[config.mk]
export PLATFORM = sky130hd
export DESIGN_NAME = size_class_block_pool_allocator_top_flat
export DESIGN_NICKNAME = d
export VERILOG_FILES = /design/src/design/scbpa_pkg.sv /design/src/design/scbpa_stream_if.sv /design/src/design/scbpa_ctrl.sv /design/src/design/scbpa_datapath.sv /design/src/design/size_class_block_pool_allocator_top.sv /design/src/flat_wrapper.sv
export SDC_FILE = /design/constraint.sdc
export NUM_CORES = 1
export LEC_CHECK = 0
export BUFFER_PORTS_ARGS = -buffer_cell sky130_fd_sc_hd__buf_2
export CAP_MARGIN = 0
export CORE_ASPECT_RATIO = 1.2
export CORE_MARGIN = 2
export CORE_UTILIZATION = 30
export DETAILED_ROUTE_END_ITERATION = 8
export GPL_TIMING_DRIVEN = 0
export PLACE_DENSITY_LB_ADDON = 0.3
export SKIP_LAST_GASP = 1
export SLEW_MARGIN = 20
export SYNTH_ARGS = -nofsm -noshare
export SYNTH_HDL_FRONTEND = slang
export SYNTH_SLANG_ARGS = --single-unit
[constraint.sdc]
create_clock -name clk -period 7.6 [get_ports clk]
set_input_delay 1.52 -clock clk [delete_from_list [all_inputs] [get_ports clk]]
set_output_delay 1.52 -clock clk [all_outputs]
set_load 0.02 [all_outputs]
[src/design/scbpa_pkg.sv]
// Package for the size-class block pool allocator.
// Holds field widths, codes, request/response structs and reset values.
// No dependencies; the controller, datapath and top level import it.
package scbpa_pkg;

  localparam int NUM_CLASSES_DEF = 4;
  localparam int MAX_BLOCKS_DEF  = 32;

  // Classes that have configuration registers.
  localparam int NUM_CFG_CLASSES = 4;

  localparam int SIZE_W     = 16;
  localparam int COUNT_W    = 6;
  localparam int CNT_W      = 32;
  localparam int FCLS_W     = 2;
  localparam int FBLK_W     = 5;
  localparam int CFG_IDX_W  = 3;
  localparam int CFG_DATA_W = 16;

  localparam logic [CFG_IDX_W-1:0] CFG_SIZE_BASE  = 3'd0;
  localparam logic [CFG_IDX_W-1:0] CFG_COUNT_BASE = 3'd4;

  localparam logic [SIZE_W-1:0]  SIZE_RESET_0  = 16'd128;
  localparam logic [SIZE_W-1:0]  SIZE_RESET_1  = 16'd256;
  localparam logic [SIZE_W-1:0]  SIZE_RESET_2  = 16'd512;
  localparam logic [SIZE_W-1:0]  SIZE_RESET_3  = 16'd1024;
  localparam logic [SIZE_W-1:0]  SIZE_RESET_HI = 16'hFFFF;
  localparam logic [COUNT_W-1:0] COUNT_RESET_0 = 6'd10;
  localparam logic [COUNT_W-1:0] COUNT_RESET_1 = 6'd5;
  localparam logic [COUNT_W-1:0] COUNT_RESET_2 = 6'd20;
  localparam logic [COUNT_W-1:0] COUNT_RESET_3 = 6'd8;

  typedef enum logic [0:0] {
    CMD_ALLOC = 1'b0,
    CMD_FREE  = 1'b1
  } cmd_t;

  typedef enum logic [1:0] {
    ST_OK        = 2'd0,
    ST_TOO_LARGE = 2'd1,
    ST_MISS      = 2'd2,
    ST_BAD_FREE  = 2'd3
  } status_t;

  typedef struct packed {
    cmd_t              command;
    logic [SIZE_W-1:0] request_size;
    logic [FCLS_W-1:0] free_class;
    logic [FBLK_W-1:0] free_block;
  } alloc_req_t;

  typedef struct packed {
    status_t            status;
    logic [FCLS_W-1:0]  class_index;
    logic [FBLK_W-1:0]  block_index;
    logic [COUNT_W-1:0] free_blocks;
    logic [COUNT_W-1:0] allocated_blocks;
    logic [CNT_W-1:0]   alloc_calls;
    logic [CNT_W-1:0]   free_calls;
    logic [CNT_W-1:0]   miss_count;
  } alloc_rsp_t;

  // Step strobes from the controller to the datapath.
  typedef struct packed {
    logic capture;
    logic decide;
    logic update;
    logic count;
    logic load;
  } dp_cmd_t;

  function automatic logic [SIZE_W-1:0] size_reset(input int c);
    case (c)
      0:       return SIZE_RESET_0;
      1:       return SIZE_RESET_1;
      2:       return SIZE_RESET_2;
      3:       return SIZE_RESET_3;
      default: return SIZE_RESET_HI;
    endcase
  endfunction

  function automatic logic [COUNT_W-1:0] count_reset(input int c);
    case (c)
      0:       return COUNT_RESET_0;
      1:       return COUNT_RESET_1;
      2:       return COUNT_RESET_2;
      3:       return COUNT_RESET_3;
      default: return '0;
    endcase
  endfunction

endpackage

[src/design/scbpa_stream_if.sv]
// Valid/ready stream interface carrying one request or response payload.
// The payload type is a parameter; the allocator uses the structs of scbpa_pkg.
interface scbpa_stream_if #(
  parameter type payload_t = logic
);
  logic     valid;
  logic     ready;
  payload_t payload;

  modport source (output valid, output payload, input ready);
  modport sink (input valid, input payload, output ready);
endinterface

[src/design/scbpa_ctrl.sv]
// Controller of the block pool allocator: one-hot sequencer and output valid.
// Depends on scbpa_pkg for the datapath command struct.
module scbpa_ctrl (
  input  logic              clk,
  input  logic              rst,
  input  logic              in_valid,
  output logic              in_ready,
  output logic              out_valid,
  input  logic              out_ready,
  output scbpa_pkg::dp_cmd_t cmd
);
  import scbpa_pkg::*;

  typedef enum logic [4:0] {
    S_IDLE   = 5'b00001,
    S_DECIDE = 5'b00010,
    S_UPDATE = 5'b00100,
    S_COUNT  = 5'b01000,
    S_DONE   = 5'b10000
  } state_t;

  state_t state;
  state_t state_next;
  logic   out_free;

  assign in_ready = (state == S_IDLE);
  assign out_free = !out_valid || out_ready;

  always_comb begin
    state_next  = state;
    cmd         = '0;
    unique case (state)
      S_IDLE: begin
        if (in_valid) begin
          cmd.capture = 1'b1;
          state_next  = S_DECIDE;
        end
      end
      S_DECIDE: begin
        cmd.decide = 1'b1;
        state_next = S_UPDATE;
      end
      S_UPDATE: begin
        cmd.update = 1'b1;
        state_next = S_COUNT;
      end
      S_COUNT: begin
        cmd.count  = 1'b1;
        state_next = S_DONE;
      end
      S_DONE: begin
        // Wait here while the previous response is still unclaimed.
        if (out_free) begin
          cmd.load   = 1'b1;
          state_next = S_IDLE;
        end
      end
      default: state_next = S_IDLE;
    endcase
  end

  always_ff @(posedge clk) begin
    if (rst) begin
      state     <= S_IDLE;
      out_valid <= 1'b0;
    end else begin
      state <= state_next;
      if (cmd.load) begin
        out_valid <= 1'b1;
      end else if (out_ready) begin
        out_valid <= 1'b0;
      end
    end
  end

endmodule

[src/design/scbpa_datapath.sv]
// Datapath of the block pool allocator: configuration, per-class state,
// class selection, block grant/release, occupancy count and response register.
// Depends on scbpa_pkg; stepped by scbpa_ctrl through dp_cmd_t.
module scbpa_datapath #(
  parameter int NUM_CLASSES = scbpa_pkg::NUM_CLASSES_DEF,
  parameter int MAX_BLOCKS  = scbpa_pkg::MAX_BLOCKS_DEF
) (
  input  logic                                 clk,
  input  logic                                 rst,
  input  scbpa_pkg::dp_cmd_t                   cmd,
  input  scbpa_pkg::alloc_req_t                req_in,
  input  logic                                 cfg_wr_en,
  input  logic [scbpa_pkg::CFG_IDX_W-1:0]      cfg_index,
  input  logic [scbpa_pkg::CFG_DATA_W-1:0]     cfg_wr_data,
  output scbpa_pkg::alloc_rsp_t                rsp_out
);
  import scbpa_pkg::*;

  localparam int CLS_W  = (NUM_CLASSES > 1) ? $clog2(NUM_CLASSES) : 1;
  localparam int BLK_W  = (MAX_BLOCKS > 1) ? $clog2(MAX_BLOCKS) : 1;
  localparam int NCHUNK = (MAX_BLOCKS + 7) / 8;
  localparam int PAD_W  = NCHUNK * 8;
  localparam int POP_W  = $clog2(MAX_BLOCKS + 1);

  // Configuration.
  logic [SIZE_W-1:0]  class_size  [NUM_CLASSES];
  logic [COUNT_W-1:0] class_count [NUM_CLASSES];

  // Per-class allocator state.
  logic [MAX_BLOCKS-1:0] alloc_map   [NUM_CLASSES];
  logic [COUNT_W-1:0]    alloc_total [NUM_CLASSES];
  logic [CNT_W-1:0]      alloc_cnt   [NUM_CLASSES];
  logic [CNT_W-1:0]      free_cnt    [NUM_CLASSES];
  logic [CNT_W-1:0]      miss_cnt    [NUM_CLASSES];

  // Per-request working registers.
  alloc_req_t         req_q;
  logic               too_large_q;
  logic               oor_q;
  logic [CLS_W-1:0]   sel_q;
  status_t            status_q;
  logic [FBLK_W-1:0]  blk_q;
  logic [3:0]         chunk_pop [NCHUNK];

  // Selection and grant logic.
  logic                  too_large_c;
  logic [CLS_W-1:0]      sel_c;
  logic                  fc_ok_c;
  logic [COUNT_W-1:0]    pres_c;
  logic [MAX_BLOCKS-1:0] mask_c;
  logic [MAX_BLOCKS-1:0] avail_c;
  logic [BLK_W-1:0]      grant_c;
  logic                  fb_ok_c;
  logic                  fb_busy_c;
  logic [PAD_W-1:0]      busy_pad_c;
  logic [POP_W-1:0]      busy_sum_c;
  logic [COUNT_W:0]      free_diff_c;

  always_comb begin
    too_large_c = req_q.request_size > class_size[NUM_CLASSES-1];
    sel_c       = CLS_W'(NUM_CLASSES - 1);
    for (int c = NUM_CLASSES - 1; c >= 0; c--) begin
      if (req_q.request_size <= class_size[c]) begin
        sel_c = CLS_W'(c);
      end
    end
    fc_ok_c = 32'(req_q.free_class) < NUM_CLASSES;
  end

  always_comb begin
    // Blocks present in the class are clamped to the pool depth.
    if ({1'b0, class_count[sel_q]} > (COUNT_W + 1)'(MAX_BLOCKS)) begin
      pres_c = COUNT_W'(MAX_BLOCKS);
    end else begin
      pres_c = class_count[sel_q];
    end
    for (int b = 0; b < MAX_BLOCKS; b++) begin
      mask_c[b] = (COUNT_W + 1)'(b) < {1'b0, pres_c};
    end
    avail_c = mask_c & ~alloc_map[sel_q];
    grant_c = '0;
    for (int b = MAX_BLOCKS - 1; b >= 0; b--) begin
      if (avail_c[b]) begin
        grant_c = BLK_W'(b);
      end
    end
    fb_ok_c   = 32'(req_q.free_block) < MAX_BLOCKS;
    fb_busy_c = fb_ok_c && alloc_map[sel_q][BLK_W'(req_q.free_block)];
    busy_pad_c = PAD_W'(alloc_map[sel_q] & mask_c);
    busy_sum_c = '0;
    for (int i = 0; i < NCHUNK; i++) begin
      busy_sum_c = busy_sum_c + POP_W'(chunk_pop[i]);
    end
    free_diff_c = {1'b0, pres_c} - (COUNT_W + 1)'(busy_sum_c);
  end

  always_ff @(posedge clk) begin
    if (rst) begin
      for (int c = 0; c < NUM_CLASSES; c++) begin
        class_size[c]  <= size_reset(c);
        class_count[c] <= count_reset(c);
        alloc_map[c]   <= '0;
        alloc_total[c] <= '0;
        alloc_cnt[c]   <= '0;
        free_cnt[c]    <= '0;
        miss_cnt[c]    <= '0;
      end
    end else begin
      if (cfg_wr_en) begin
        for (int c = 0; c < NUM_CLASSES; c++) begin
          if (c < NUM_CFG_CLASSES && cfg_index[FCLS_W-1:0] == FCLS_W'(c)) begin
            if (cfg_index < CFG_COUNT_BASE) begin
              class_size[c] <= cfg_wr_data;
            end else begin
              class_count[c] <= cfg_wr_data[COUNT_W-1:0];
            end
          end
        end
      end
      if (cmd.update && !too_large_q && !oor_q) begin
        if (req_q.command == CMD_ALLOC) begin
          if (avail_c == '0) begin
            miss_cnt[sel_q] <= miss_cnt[sel_q] + 1'b1;
          end else begin
            alloc_map[sel_q][grant_c] <= 1'b1;
            alloc_total[sel_q]        <= alloc_total[sel_q] + 1'b1;
            alloc_cnt[sel_q]          <= alloc_cnt[sel_q] + 1'b1;
          end
        end else if (fb_busy_c) begin
          alloc_map[sel_q][BLK_W'(req_q.free_block)] <= 1'b0;
          alloc_total[sel_q] <= alloc_total[sel_q] - 1'b1;
          free_cnt[sel_q]    <= free_cnt[sel_q] + 1'b1;
        end
      end
    end
  end

  // Working registers carry payload only and need no reset.
  always_ff @(posedge clk) begin
    if (cmd.capture) begin
      req_q <= req_in;
    end
    if (cmd.decide) begin
      if (req_q.command == CMD_ALLOC) begin
        too_large_q <= too_large_c;
        oor_q       <= 1'b0;
        // A rejected request reports class 0's counters.
        sel_q       <= too_large_c ? '0 : sel_c;
      end else begin
        too_large_q <= 1'b0;
        oor_q       <= !fc_ok_c;
        sel_q       <= fc_ok_c ? CLS_W'(req_q.free_class) : '0;
      end
    end
    if (cmd.update) begin
      blk_q <= '0;
      if (too_large_q) begin
        status_q <= ST_TOO_LARGE;
      end else if (req_q.command == CMD_ALLOC) begin
        if (avail_c == '0) begin
          status_q <= ST_MISS;
        end else begin
          status_q <= ST_OK;
          blk_q    <= FBLK_W'(grant_c);
        end
      end else if (oor_q || !fb_busy_c) begin
        status_q <= ST_BAD_FREE;
      end else begin
        status_q <= ST_OK;
        blk_q    <= req_q.free_block;
      end
    end
    if (cmd.count) begin
      for (int i = 0; i < NCHUNK; i++) begin
        chunk_pop[i] <= 4'($countones(busy_pad_c[i*8 +: 8]));
      end
    end
    if (cmd.load) begin
      rsp_out.status      <= status_q;
      rsp_out.block_index <= blk_q;
      if (oor_q) begin
        rsp_out.class_index      <= req_q.free_class;
        rsp_out.free_blocks      <= '0;
        rsp_out.allocated_blocks <= '0;
        rsp_out.alloc_calls      <= '0;
        rsp_out.free_calls       <= '0;
        rsp_out.miss_count       <= '0;
      end else begin
        rsp_out.class_index      <= FCLS_W'(sel_q);
        rsp_out.free_blocks      <= free_diff_c[COUNT_W-1:0];
        rsp_out.allocated_blocks <= alloc_total[sel_q];
        rsp_out.alloc_calls      <= alloc_cnt[sel_q];
        rsp_out.free_calls       <= free_cnt[sel_q];
        rsp_out.miss_count       <= miss_cnt[sel_q];
      end
    end
  end

endmodule

[src/design/size_class_block_pool_allocator_top.sv]
// Size-class block pool allocator, top level.
// Each accepted request passes through the decide, update, count and load steps of the
// controller before its response is valid; the load step waits while the previous response
// is unclaimed, and the next request is accepted only after the load.
// Reset (rst, synchronous) frees every block, clears all counters and restores the
// class sizes 128/256/512/1024 and block counts 10/5/20/8.
//
// The block serves allocate and free requests over a pool split into size classes.
// Each class keeps one allocated bit per block, an allocated total and three
// wrapping counters (successful allocations, successful frees and misses).
//
// Steps of one request:
//   decide: an allocate picks the lowest class whose size is at least the request,
//           or flags the request as too large; a free checks that its class exists.
//   update: an allocate grants the lowest present free block of that class or counts
//           a miss; a free releases the named block when it is allocated.
//   count:  the allocated present blocks of the class are counted in 8-bit chunks.
//   load:   the chunk counts are summed and the response register is loaded.
// The response register sits between the two channels, so a new request is taken
// while the previous response still waits for the consumer.
//
// Configuration writes land at once and are meant to happen only while the block
// is idle. Lowering a class count leaves blocks beyond it allocated; they can still
// be freed and stay in allocated_blocks, but are not granted again.
module size_class_block_pool_allocator_top #(
  parameter int NUM_CLASSES = scbpa_pkg::NUM_CLASSES_DEF,
  parameter int MAX_BLOCKS  = scbpa_pkg::MAX_BLOCKS_DEF
) (
  input  logic                             clk,
  input  logic                             rst,
  scbpa_stream_if.sink                     req,
  scbpa_stream_if.source                   rsp,
  input  logic                             cfg_wr_en,
  input  logic [scbpa_pkg::CFG_IDX_W-1:0]  cfg_index,
  input  logic [scbpa_pkg::CFG_DATA_W-1:0] cfg_wr_data
);
  import scbpa_pkg::*;

  // Step strobes from the controller into the datapath.
  dp_cmd_t    cmd;
  logic       in_ready;
  logic       out_valid;
  alloc_req_t req_payload;
  alloc_rsp_t rsp_payload;

  assign req.ready   = in_ready;
  assign rsp.valid   = out_valid;
  assign req_payload = req.payload;
  assign rsp.payload = rsp_payload;

  scbpa_ctrl u_ctrl (
    .clk       (clk),
    .rst       (rst),
    .in_valid  (req.valid),
    .in_ready  (in_ready),
    .out_valid (out_valid),
    .out_ready (rsp.ready),
    .cmd       (cmd)
  );

  scbpa_datapath #(
    .NUM_CLASSES (NUM_CLASSES),
    .MAX_BLOCKS  (MAX_BLOCKS)
  ) u_datapath (
    .clk         (clk),
    .rst         (rst),
    .cmd         (cmd),
    .req_in      (req_payload),
    .cfg_wr_en   (cfg_wr_en),
    .cfg_index   (cfg_index),
    .cfg_wr_data (cfg_wr_data),
    .rsp_out     (rsp_payload)
  );

endmodule
[src/flat_wrapper.sv]
// flat-port wrapper written by rule: the top's interface ports become plain ports
module size_class_block_pool_allocator_top_flat import scbpa_pkg::*;
#(
  parameter int NUM_CLASSES = scbpa_pkg::NUM_CLASSES_DEF,
  parameter int MAX_BLOCKS  = scbpa_pkg::MAX_BLOCKS_DEF
)
  (clk, rst, cfg_wr_en, cfg_index, cfg_wr_data, req_valid, req_payload, req_ready, rsp_valid, rsp_payload, rsp_ready);
  scbpa_stream_if req_i ();
  scbpa_stream_if rsp_i ();
  input  logic clk;
  input  logic rst;
  input  logic cfg_wr_en;
  input  logic [scbpa_pkg::CFG_IDX_W-1:0] cfg_index;
  input  logic [scbpa_pkg::CFG_DATA_W-1:0] cfg_wr_data;
  input wire logic [$bits(req_i.valid)-1:0] req_valid;
  input wire logic [$bits(req_i.payload)-1:0] req_payload;
  output wire logic [$bits(req_i.ready)-1:0] req_ready;
  output wire logic [$bits(rsp_i.valid)-1:0] rsp_valid;
  output wire logic [$bits(rsp_i.payload)-1:0] rsp_payload;
  input wire logic [$bits(rsp_i.ready)-1:0] rsp_ready;
  assign req_i.valid = req_valid;
  assign req_i.payload = req_payload;
  assign req_ready = req_i.ready;
  assign rsp_valid = rsp_i.valid;
  assign rsp_payload = rsp_i.payload;
  assign rsp_i.ready = rsp_ready;
  size_class_block_pool_allocator_top #(.NUM_CLASSES(NUM_CLASSES), .MAX_BLOCKS(MAX_BLOCKS)) u_core (.clk(clk), .rst(rst), .req(req_i), .rsp(rsp_i), .cfg_wr_en(cfg_wr_en), .cfg_index(cfg_index), .cfg_wr_data(cfg_wr_data));
endmodule
[Word-level counts from Yosys, hierarchy flattened]
Memory sizes are Yosys's and may differ from the RTL's.
Cells that the tools add are included.
Storage, ports and cells
  flip-flop bits (word level): 10
  logic and storage cells: 196
  RAM bits: 344
  output and inout port bits: 3
  memories kept: 4
Cells by class
  bitwise gates (word level): 10
  $lt $le $gt $ge: 40
  reduce and logical (&&, ||, !) cells: 13
  $add $sub $neg: 1
  equal/unequal tests: 10
  mux-type cells: 112
Memories
  u_core.u_datapath.alloc_map: words 4, width 32, rd ports 1, clocked after memory_dff 0, wr ports 4, RTL line scbpa_datapath.sv:30  | logic [MAX_BLOCKS-1:0] alloc_map [NUM_CLASSES];
  u_core.u_datapath.miss_cnt: words 4, width 32, rd ports 1, clocked after memory_dff 0, wr ports 4, RTL line scbpa_datapath.sv:34  | logic [CNT_W-1:0] miss_cnt [NUM_CLASSES];
  u_core.u_datapath.class_size: words 4, width 16, rd ports 4, clocked after memory_dff 0, wr ports 4, RTL line scbpa_datapath.sv:26  | logic [SIZE_W-1:0] class_size [NUM_CLASSES];
  u_core.u_datapath.class_count: words 4, width 6, rd ports 1, clocked after memory_dff 0, wr ports 4, RTL line scbpa_datapath.sv:27  | logic [COUNT_W-1:0] class_count [NUM_CLASSES];
Operator list (number)
  $mux 5: 34
  $mux 16: 8
  $mux 32: 4
  $lt 5x6->1 const A: 16
  $reduce_or 32->1: 2
  $mux 6: 9
  $mux 1: 53
  $le 1x16->1 const A: 3
  $lt 4x6->1 const A: 8
  $add 32x1->32 const B: 1
  $and 32x32->32: 1
  $logic_not 32->1: 1
  $not 32->32: 1
  $pmux 5 s5: 1
  $lt 3x6->1 const A: 4
  $gt 1x16->1 const A: 1
  $lt 1x6->1 const A: 2
  $lt 2x6->1 const A: 2
  $or 1x1->1: 8
  $gt 6x6->1 const B: 1
  $lt 5x6->1 const B: 1
  $demux 1 s5: 1
  $eq 5x1->1 const B: 1
  $eq 5x2->1 const B: 1
  17 further kinds: 22

[Depth between registers and ports, before layout]
Gate-level depths: netlist of run 1.
An unclocked memory read counts as a cell.
  depth after elaboration: 44
  mapped depth: 10
  gate-level depth less buffers: 7

[Cells and area by module]
A second synthesis of run 1 with hierarchy kept.
Unflattened totals
  cell total of the unflattened synthesis: 3070
  area, all modules: 39155.1 sq um
Modules (own cells, without submodules)
  scbpa_datapath: area each 38851.0 sq um, cells an instance 3035, seq. area each 23792.8 sq um, times used 1
  scbpa_ctrl: area each 300.3 sq um, cells an instance 34, seq. area each 120.1 sq um, times used 1
  size_class_block_pool_allocator_top: area each 3.8 sq um, cells an instance 1, seq. area each 0.0 sq um, times used 1

[Worst setup path after synthesis of run 1]
OpenSTA, ideal clock, no wires.
  path type: input -> register
  start: in rst
  end: mem u_core.u_datapath.alloc_map[0][24] in the netlist's numbering (enable)
  arrival time: 2.887 ns
  slack: 4.379 ns
  setup time: 0.334 ns
  cell stages on the path: 7
  path buffers: 1
  path through: clkbuf_1 > clkinv_1 > and4b_1 > nand4_2 > nor3_2 > nand2_1 > o41ai_1
RTL lines
  start, declared: RTL line flat_wrapper.sv:11  | input logic rst;
  end, declared: RTL line scbpa_datapath.sv:30

==> results of run 1 <==
-- Yosys cell counts (all sizes together) (4+ instances only) --
master	count
dfxtp	6
nor4	10
a21oi	21
or3	6
nor3	38
o41ai	4
and2	5
nand2b	9
inv	8
buf	16
o21ai	11
o31ai	32
nand2	17
o211ai	4
nor2b	4
a21o	5
edfxtp	40
clkbuf	10
nor2	24
a211oi	8
nand3	11
-- state kept, by name, indices dropped and copies added, names as in the netlist --
register                       cells
u_core.u_ctrl.out_valid            1
u_core.u_datapath.alloc_map       32
u_core.u_datapath.miss_cnt         1
u_core.u_ctrl.state                5
u_core.u_datapath.rsp_out          1
u_core.u_datapath.class_count      6
-- routing by layer --
metal,GRT usage [%],wire (um)
met5,0,0
met4,7.69,290
met3,1.38,404
met2,29.2,4570
met1,19.3,3660
-- per-stage QoR --
stage | std cells | utilization [%] | area [um2] | worst slack (ps) | hold slack, ps
finish | 487 | 34.3 | 3550 | 3960 | 465
global route | 487 | 34.3 | 3550 | 3850 | 488
detailed placement | 479 | 32.7 | 3390 | 3890 | 458
floorplan | 335 | - | 3150 | 4380 | 427
CTS | 487 | 34.3 | 3550 | 4050 | 474
global placement | 479 | 32.7 | 3390 | 3970 | 470
-- cells by family (layout without fill, tap and decap cells) --
group	after synthesis	in the layout	synth area share (%)
buffers and inverters	35	58	5.48
and+or+nand+nor	138	138	24.7
muxes	1	1	0.318
AOI/OAI and AO/OA	115	115	27.6
DFF	46	46	41.9
-- report_power, final --
part           internal, mW  total [mW]  switching (mW)
clock                 0.155       0.243          0.0876
sequential            0.284       0.295          0.0111
combinational        0.0338       0.101          0.0673
-- worst min path at each step --
stage	startpoint	endpoint	slack, ps	depth (start not counted)
detailed placement	u_core.u_datapath.miss_cnt[0][0]	u_core.u_datapath.rsp_out[0]	460	0
global placement	u_core.u_datapath.miss_cnt[0][0]	u_core.u_datapath.rsp_out[0]	470	0
global route	u_core.u_datapath.miss_cnt[0][0]	u_core.u_datapath.rsp_out[0]	490	0
finish	u_core.u_datapath.miss_cnt[0][0]	u_core.u_datapath.rsp_out[0]	470	0
floorplan	u_core.u_datapath.miss_cnt[0][0]	u_core.u_datapath.rsp_out[0]	430	0
CTS	u_core.u_datapath.miss_cnt[0][0]	u_core.u_datapath.rsp_out[0]	470	0
-- layout make-up --
type / count / area (um2)
well taps: 129 / 161
fillers: 1064 / 6810
flip-flops and latches: 46 / 1320
clock buffers: 7 / 133
plain buffers: 26 / 139
multi-input cells: 254 / 1660
repair buffers: 15 / 75.1
inverters: 9 / 33.8
clock inverters: 1 / 30.0
==> impl_metrics.py, run 1 <==
metrics = {
    "run_status": {
        "status": "complete, no violations",
    },
    "power": {
        "ir_drop_mv": 0.0824,
        "report.power.total_uw": 639,
        "power_density_mw_per_mm2": 180,
        "power.leakage_nw": 1.16,
    },
    "flow_run": {
        "drv_cap": 0,
    },
    "sta": {
        "finalCritPeriodShare_pct": 47.9,
        "setup_viol": 0,
        "hold_viol_final": 0,
        "clock_skew_ps": 5.82,
        "finalSetupTns_ps": 0,
        "relSlewSlack_pct": 47.6,
        "finalCriticalPeriod_ps": 3640,
        "rsz0062_at_grt": "false",
        "fmax_mhz": 275,
        "report.final.slew_viol_count": 0,
        "tightest_slew_ps": 779,
    },
    "critical_path": {
        "crit_buf_inv": 0,
        "critPathLaunchType": "flip-flop",
        "slowest_stage": "nor4_1",
        "crit_start": "u_core.u_datapath.class_count[0][5]",
        "critPathTopFamily": "compound AO/OA/AOI/OAI gates",
        "cp_data_arrival_time_ps": 3600,
        "slowest_delay_ps": 610,
        "worstPathMaxFanout": 8,
        "critPathKind": "reg -> reg",
        "worstPathCellList": "nor4b_2 -> a211oi_2 -> nor4_1 -> nor3_1 -> a311oi_2 -> o2111ai_1 -> o31ai_1",
        "timing.rr.start": "u_core.u_datapath.class_count[0][5]",
        "worstPathRequired_ps": 7570,
        "end_kind": "flip-flop",
        "r2r_end": "u_core.u_datapath.alloc_map[0][21]",
        "regToRegSetupSlack_ps": 3960,
        "cp.depth": 7,
        "rr_worst_depth": 7,
        "crit_path_end": "u_core.u_datapath.alloc_map[0][21]",
    },
    "synth": {
        "async_flop_share_pct": 0,
        "synth_top_area_cell": "edfxtp_1",
        "ys_warn_count": 0,
        "synthCells": 335,
        "synthTopCellsByArea": "edfxtp_1 38%, o31ai_1 7.4%, nor3_1 5.6%",
        "syn_avg_cell_area_um2": 9.41,
        "synth_edf_count": 40,
        "ys.flop_type": "edfxtp_1",
        "syn_nets": 360,
        "seq_area_frac_synth_pct": 41.9,
        "yosys_register_bits": 46,
        "syn-cell-area_mm2": 0.00315,
        "synth_cell_types": 66,
        "synth_top_area_share_pct": 38.1,
    },
    "drt": {
        "via_per_inst": 5.85,
        "ant_nets": 0,
        "post_drt_wl_per_cell_um": 18.3,
        "drcViolationCount": 0,
        "vias": 2851,
        "drt_pass1_iterations": 5,
        "totalWireLength_um": 8930,
        "drtIter0Drc": 214,
    },
    "floorplanning": {
        "start_util_pct": 30.4,
        "num_rows": 41,
        "chipHeight_um": 116,
        "die_area_mm2": 0.0113,
        "coreArea_mm2": 0.0104,
        "io_pins": 28,
        "die_w_um": 97.6,
    },
    "grt": {
        "antenna_found_initial": 0,
        "grt.total_usage_pct": 16.1,
        "grt_first_pass_wirelength_um": 14300,
        "grt_max_degree": 14,
        "first_global_vias": 2765,
        "grt-ovfl-total": 0,
    },
    "clock_tree": {
        "postCtsSetupBuffers": 0,
        "cts_resized": 0,
        "clk_path_buf_depth": 2,
        "insertion_delay_ps": 290,
        "clkTransAtPathRegs_ps": 60,
        "ctsHoldBuffers": 0,
        "htreeDepth": 2,
        "cts_tree": "yes",
        "clock-sinks": 46,
        "cts_root_buffer": "clkbuf_16",
        "cts_inserted_buffers": 5,
    },
    "placed_design": {
        "hpwlAfterDp_um": 6890,
        "gp_congestion": 0.878,
        "io_buffers": 15,
    },
    "hold_path": {
        "hold_class": "reg -> reg",
    },
    "cells_and_area": {
        "layout_commonest_cell": "edfxtp_1",
        "area_growth_pct": 12.7,
        "diodes": 0,
        "most-common-layout-cells": "40 x edfxtp_1, 35 x nor3_1, 31 x o31ai_1",
        "layout-drive-gt1-share_pct": 15.9,
        "fin_nets": 382,
    },
}
(Power assumes the default switching activity.)
==> run 2, diff against run 1 <==
ABC_AREA = 1   (was default)
clock period = 3.3 ns   (was 7.6 ns; I/O delays follow)
==> impl_metrics.py, run 2 <==
metrics = {
    "synth": {
        "synth_top_area_cell": "edfxtp_1",
        "ys_warn_count": 0,
        "syn-cell-area_mm2": 0.00288,
        "synth_top_family_by_area": "simple AND/OR/NAND/NOR gates",
        "ys.flop_type": "edfxtp_1",
        "yosysMostFrequentCell": "nor2_1",
        "synth_compound_area_share_pct": 12.9,
        "yosys.area_share.adder_pct": 0,
        "synthTopCellsByCount": "87 x nor2_1, 84 x nand2_1, 65 x inv_1",
        "yosys.area_share.simple_pct": 31.5,
        "syn_nets": 415,
        "synthMuxAreaShare_pct": 0,
        "synth_xor_area_share_pct": 0,
        "seq_area_frac_synth_pct": 45.9,
        "syn_avg_cell_area_um2": 7.38,
        "synth_cell_types": 32,
        "synth_edf_count": 40,
        "synthTopCellsByArea": "edfxtp_1 42%, nor2_1 11%, nand2_1 11%",
        "async_flop_share_pct": 0,
        "synth_top_area_share_pct": 41.8,
        "yosys_register_bits": 46,
        "synthCells": 390,
    },
    "placed_design": {
        "io_buffers": 15,
        "hpwlAfterDp_um": 5810,
        "gp_congestion": 0.865,
        "dp.cells": 528,
        "dpl_cell_area_mm2": 0.00311,
    },
    "power": {
        "p_sw_share_pct": 29.1,
        "p_int_mw": 1.03,
        "p_sw_uw": 424,
        "p_clk_share_pct": 36.6,
        "sequentialPowerShare_pct": 45.7,
        "report.power.total_mw": 1.46,
        "power.leakage_nw": 1.62,
        "comb_power_share_pct": 17.7,
        "power_density_mw_per_mm2": 374,
        "ir_drop_mv": 0.187,
    },
    "cells_and_area": {
        "fin_nets": 466,
        "fillers": 909,
        "layout_commonest_cell": "nand2_1",
        "area_growth_pct": 35.6,
        "top_regs": "u_core.u_datapath.alloc_map: 32 flops, u_core.u_datapath.class_count: 6 flops, u_core.u_ctrl.state: 5 flops",
        "fin_cells": 565,
        "diodes": 0,
        "top_register": "u_core.u_datapath.alloc_map",
        "largest_register_ffs": 32,
        "layout-drive-gt1-share_pct": 28.7,
        "fin_area_mm2": 0.00390,
        "most-common-layout-cells": "74 x nand2_1, 68 x nor2_1, 61 x inv_1",
    },
    "clock_tree": {
        "htreeDepth": 2,
        "cts_root_buffer": "clkbuf_16",
        "insertion_delay_ps": 300,
        "cts_tree": "yes",
        "clock-sinks": 46,
        "clkTransAtPathRegs_ps": 70,
        "clk_path_buf_depth": 2,
        "ctsHoldBuffers": 0,
        "cts_inserted_buffers": 5,
    },
    "floorplanning": {
        "die_area_mm2": 0.0104,
        "io_pins": 28,
        "coreArea_mm2": 0.00942,
        "die_w_um": 93.4,
        "chipHeight_um": 111,
        "num_rows": 39,
        "start_util_pct": 30.5,
    },
    "sta": {
        "holdWs_ps": 465,
        "report.final.slew_viol_count": 0,
        "hold_viol_final": 0,
        "relSlewSlack_pct": 45.6,
        "setup_viol": 24,
        "fmax_mhz": 288,
        "setup_slack_ps": -173,
        "clock_skew_ps": 6.79,
        "finalCritPeriodShare_pct": 105,
        "tightest_slew_ps": 816,
        "finalSetupTns_ps": -1140,
        "finalCriticalPeriod_ps": 3470,
        "rsz0062_at_grt": "true",
    },
    "drt": {
        "via_per_inst": 4.84,
        "drcViolationCount": 0,
        "post_drt_wl_per_cell_um": 14.7,
        "ant_nets": 0,
        "totalWireLength_um": 8320,
        "drtIter0Drc": 155,
        "vias": 2737,
        "drt_pass1_iterations": 4,
    },
    "grt": {
        "antenna_found_initial": 0,
        "grt_first_pass_wirelength_um": 13200,
        "grt_max_degree": 18,
        "first_global_vias": 2695,
        "grt.total_usage_pct": 16.4,
        "grt-ovfl-total": 0,
    },
    "critical_path": {
        "slowest_stage": "edfxtp_1",
        "critPathKind": "reg -> reg",
        "critPathTopFamily": "simple AND/OR/NAND/NOR gates",
        "worstPathCellList": "buf_4 -> nor2_4 -> inv_4 -> nor2_4 -> inv_1 -> o21bai_4 -> nand2_1 -> inv_1 -> nand2_1 -> nor4_4 -> nand2_1 -> nor2_1 -> inv_1 -> nor2_1 -> inv_1 -> nor2_1 -> inv_1 -> o31ai_2",
        "end_kind": "flip-flop",
        "worstPathRequired_ps": 3290,
        "worstPathMaxFanout": 8,
        "slowest_delay_ps": 510,
        "crit_buf_inv": 7,
        "cp_data_arrival_time_ps": 3460,
        "critPathLaunchType": "flip-flop",
        "critPathMostFrequentCell": "inv_1",
    },
    "run_status": {
        "violations": "setup timing",
        "status": "finished with violations",
    },
    "flow_run": {
        "drv_cap": 0,
    },
    "hold_path": {
        "hold_class": "reg -> reg",
    },
}
run 2: through the flow:
stage,utilization (%),setup slack [ps]
finish,41.4,-173
global route,41.4,-449
CTS,37.5,-72.7
global placement,33.0,-446
detailed placement,33.0,-552
floorplan,-,343
run 2: repair_timing:
item,4_1_cts,5_1_grt
pin swaps,9,14
setup endpoints to repair,64,64
setup buffers,11,15
gates resized for setup,47,62
gates cloned,2,1
run 2: kinds of logic (layout without fill, tap and decap cells):
kind of cell / Yosys count / count (layout)
and+or+nand+nor: 210 / 212
AOI/OAI and AO/OA: 62 / 62
buffers and inverters: 72 / 122
DFF: 46 / 46
run 2: per-layer routing:
metal | wire (um) | vias up | GRT usage, %
met1 | 3340 | 1287 | 19.3
met5 | 0 | - | 0
li1 | - | 1375 | -
met2 | 4480 | 58 | 29.3
met3 | 290 | 17 | 2.38
met4 | 212 | 0 | 7.16
run 2: layout make-up:
type | instances | area [um2] | area share (%)
clock inverters | 3 | 28.8 | 0.738
clock buffers | 5 | 125 | 3.21
inverters | 67 | 259 | 6.64
multi-input cells | 274 | 1670 | 42.8
flip-flops and latches | 46 | 1320 | 33.9
plain buffers | 5 | 30.0 | 0.770
repair buffers | 42 | 313 | 8.02
well taps | 123 | 154 | 3.95
run 2: worst paths after layout:
kind                                                           from                                  to  slack (ps)  cells after the start
worst max-delay path            u_core.u_datapath.class_count[0][5]  u_core.u_datapath.alloc_map[0][30]        -170                     18
worst min-delay path               u_core.u_datapath.miss_cnt[0][0]        u_core.u_datapath.rsp_out[0]         470                      0
worst max register to register  u_core.u_datapath.class_count[0][5]  u_core.u_datapath.alloc_map[0][30]        -170                     18
worst min register to register     u_core.u_datapath.miss_cnt[0][0]        u_core.u_datapath.rsp_out[0]         470                      0
run 2: power by group through the flow:
stage | Clock (mW) | Combinational, mW | Sequential [mW]
floorplan | 0 | 0.137 | 0.672
global placement | 0 | 0.182 | 0.678
detailed placement | 0 | 0.184 | 0.678
CTS | 0.543 | 0.218 | 0.668
global route | 0.563 | 0.286 | 0.669
finish | 0.535 | 0.258 | 0.667
==> run 3, diff against run 2 <==
CELL_PAD_IN_SITES_DETAIL_PLACEMENT = 0   (was default)
CELL_PAD_IN_SITES_GLOBAL_PLACEMENT = 1   (was default)
==> impl_metrics.py, run 3 (synthesized netlist as in run 2, its figures left out) <==
metrics = {
    "floorplanning": {
        "num_rows": 39,
        "coreArea_mm2": 0.00942,
        "start_util_pct": 30.5,
        "io_pins": 28,
        "die_w_um": 93.4,
        "chipHeight_um": 111,
        "die_area_mm2": 0.0104,
    },
    "placed_design": {
        "gp_congestion": 0.837,
        "dpl_cell_area_mm2": 0.00311,
        "hpwlAfterDp_um": 5880,
        "dp.cells": 528,
        "io_buffers": 15,
        "dpl_worst_slack_ps": -593,
    },
    "critical_path": {
        "crit_start": "u_core.u_datapath.class_count[0][2]",
        "slowest_stage": "edfxtp_1",
        "worstPathCellList": "nor2_1 -> inv_1 -> nor2_1 -> nor2_1 -> inv_1 -> or2_2 -> nand2_1 -> nor2_1 -> inv_1 -> nor2_1 -> inv_1 -> a21oi_1 -> o21ai_0 -> nor3_1 -> nand2_1 -> o31ai_2",
        "critPathLaunchType": "flip-flop",
        "rr_worst_depth": 16,
        "regToRegSetupSlack_ps": -20,
        "slowest_delay_ps": 490,
        "end_kind": "flip-flop",
        "critPathMostFrequentCell": "nor2_1",
        "critPathKind": "reg -> reg",
        "worstPathRequired_ps": 3280,
        "worstPathMaxFanout": 8,
        "timing.rr.start": "u_core.u_datapath.class_count[0][2]",
        "crit_path_end": "u_core.u_datapath.alloc_map[0][14]",
        "r2r_end": "u_core.u_datapath.alloc_map[0][14]",
        "cp_data_arrival_time_ps": 3300,
    },
    "sta": {
        "finalCritPeriodShare_pct": 101,
        "fmax_mhz": 301,
        "finalCriticalPeriod_ps": 3320,
        "clock_skew_ps": 6.53,
        "hold_viol_final": 0,
        "holdWs_ps": 463,
        "finalSetupTns_ps": -20.0,
        "relSlewSlack_pct": 53.0,
        "setup_viol": 2,
        "setup_slack_ps": -18.2,
        "report.final.slew_viol_count": 0,
        "tightest_slew_ps": 706,
        "rsz0062_at_grt": "true",
    },
    "run_status": {
        "status": "finished with violations",
        "violations": "setup timing",
    },
    "grt": {
        "grt.busiest_layer": "met2",
        "antenna_found_initial": 0,
        "grt.total_usage_pct": 15.1,
        "grt-ovfl-total": 0,
        "use_met3_pct": 2.72,
        "grt_max_degree": 15,
        "use_met1_pct": 18.8,
        "grt_first_pass_wirelength_um": 12200,
        "first_global_vias": 2526,
        "gr-usage-met2_pct": 25.2,
    },
    "drt": {
        "drcViolationCount": 0,
        "post_drt_wl_per_cell_um": 13.7,
        "vias": 2581,
        "via_per_inst": 4.71,
        "drtIter0Drc": 81,
        "ant_nets": 0,
        "drt_pass1_iterations": 4,
        "totalWireLength_um": 7480,
    },
    "power": {
        "report.power.total_mw": 1.47,
        "power_density_mw_per_mm2": 405,
        "power.leakage_nw": 1.52,
        "ir_drop_mv": 0.307,
    },
    "clock_tree": {
        "clkTransAtPathRegs_ps": 60,
        "cts_tree": "yes",
        "cts_inserted_buffers": 5,
        "clock-sinks": 46,
        "insertion_delay_ps": 290,
        "cts_root_buffer": "clkbuf_16",
        "ctsHoldBuffers": 0,
        "htreeDepth": 2,
        "clk_path_buf_depth": 2,
    },
    "cells_and_area": {
        "fin_util_pct": 38.6,
        "layout-drive-gt1-share_pct": 21.6,
        "largest_register_ffs": 32,
        "fin_area_mm2": 0.00364,
        "fillers": 997,
        "layout_commonest_cell": "nor2_1",
        "fin_nets": 449,
        "top_register": "u_core.u_datapath.alloc_map",
        "diodes": 0,
        "area_growth_pct": 26.5,
        "top_regs": "u_core.u_datapath.alloc_map: 32 flops, u_core.u_datapath.class_count: 6 flops, u_core.u_ctrl.state: 5 flops",
        "fin_cells": 548,
        "most-common-layout-cells": "80 x nor2_1, 74 x nand2_1, 62 x inv_1",
    },
    "flow_run": {
        "drv_cap": 0,
    },
    "hold_path": {
        "hold_class": "reg -> reg",
    },
}
run 3: changes by cell type in the layout (fill, tap and decap cells not counted), sizes merged:
cell and delta:
buf -15, inv -2, nand2 -2, bufinv +1
clkbuf +1, clkinv -1, clkinvlp +1
run 3: how the worst min path moves through the flow:
stage / startpoint / to / slack, ps / cells after the start
6_report: u_core.u_datapath.miss_cnt[0][0] / u_core.u_datapath.rsp_out[0] / 460 / 0
5_1_grt: u_core.u_datapath.miss_cnt[0][0] / u_core.u_datapath.rsp_out[0] / 490 / 0
2_1_floorplan: u_core.u_datapath.miss_cnt[0][0] / u_core.u_datapath.rsp_out[0] / 430 / 0
4_1_cts: u_core.u_datapath.miss_cnt[0][0] / u_core.u_datapath.rsp_out[0] / 460 / 0
3_5_place_dp: u_core.u_datapath.miss_cnt[0][0] / u_core.u_datapath.rsp_out[0] / 440 / 0
3_3_place_gp: u_core.u_datapath.miss_cnt[0][0] / u_core.u_datapath.rsp_out[0] / 440 / 0
run 3: critical path, delay by kind of cell (launching register included):
kind,cells,cell delay (ps)
simple gates,9,1460
buf+inv,4,380
compound gates,3,690
flops,1,490
run 3: routing by layer:
metal  vias up  routed length [um]
met3        16                 245
li1       1336                   -
met5         -                   0
met4         0                 291
met1      1184                3250
met2        45                3700
run 3: final cells by class:
| cell class | instances | area, um2 | area share (%) |
|---|---|---|---|
| multi-input combinational | 272 | 1550 | 42.5 |
| sequential | 46 | 1320 | 36.3 |
| inverter | 67 | 251 | 6.91 |
| timing repair buffer | 27 | 173 | 4.75 |
| tap | 123 | 154 | 4.23 |
| clock buffer | 6 | 129 | 3.54 |
| clock inverter | 2 | 37.5 | 1.03 |
| buffer | 5 | 26.3 | 0.722 |
run 3: where the power goes:
part | leakage [nW] | switching (mW) | internal [mW]
clock | 0.0771 | 0.215 | 0.358
sequential | 0.457 | 0.0154 | 0.652
combinational | 0.988 | 0.151 | 0.0813
total | 1.52 | 0.381 | 1.09
run 3: repair_timing:
item	4_1_cts	5_1_grt
pin swaps	8	8
setup endpoints to repair	64	64
buffers inserted	10	2
gates resized for setup	27	50
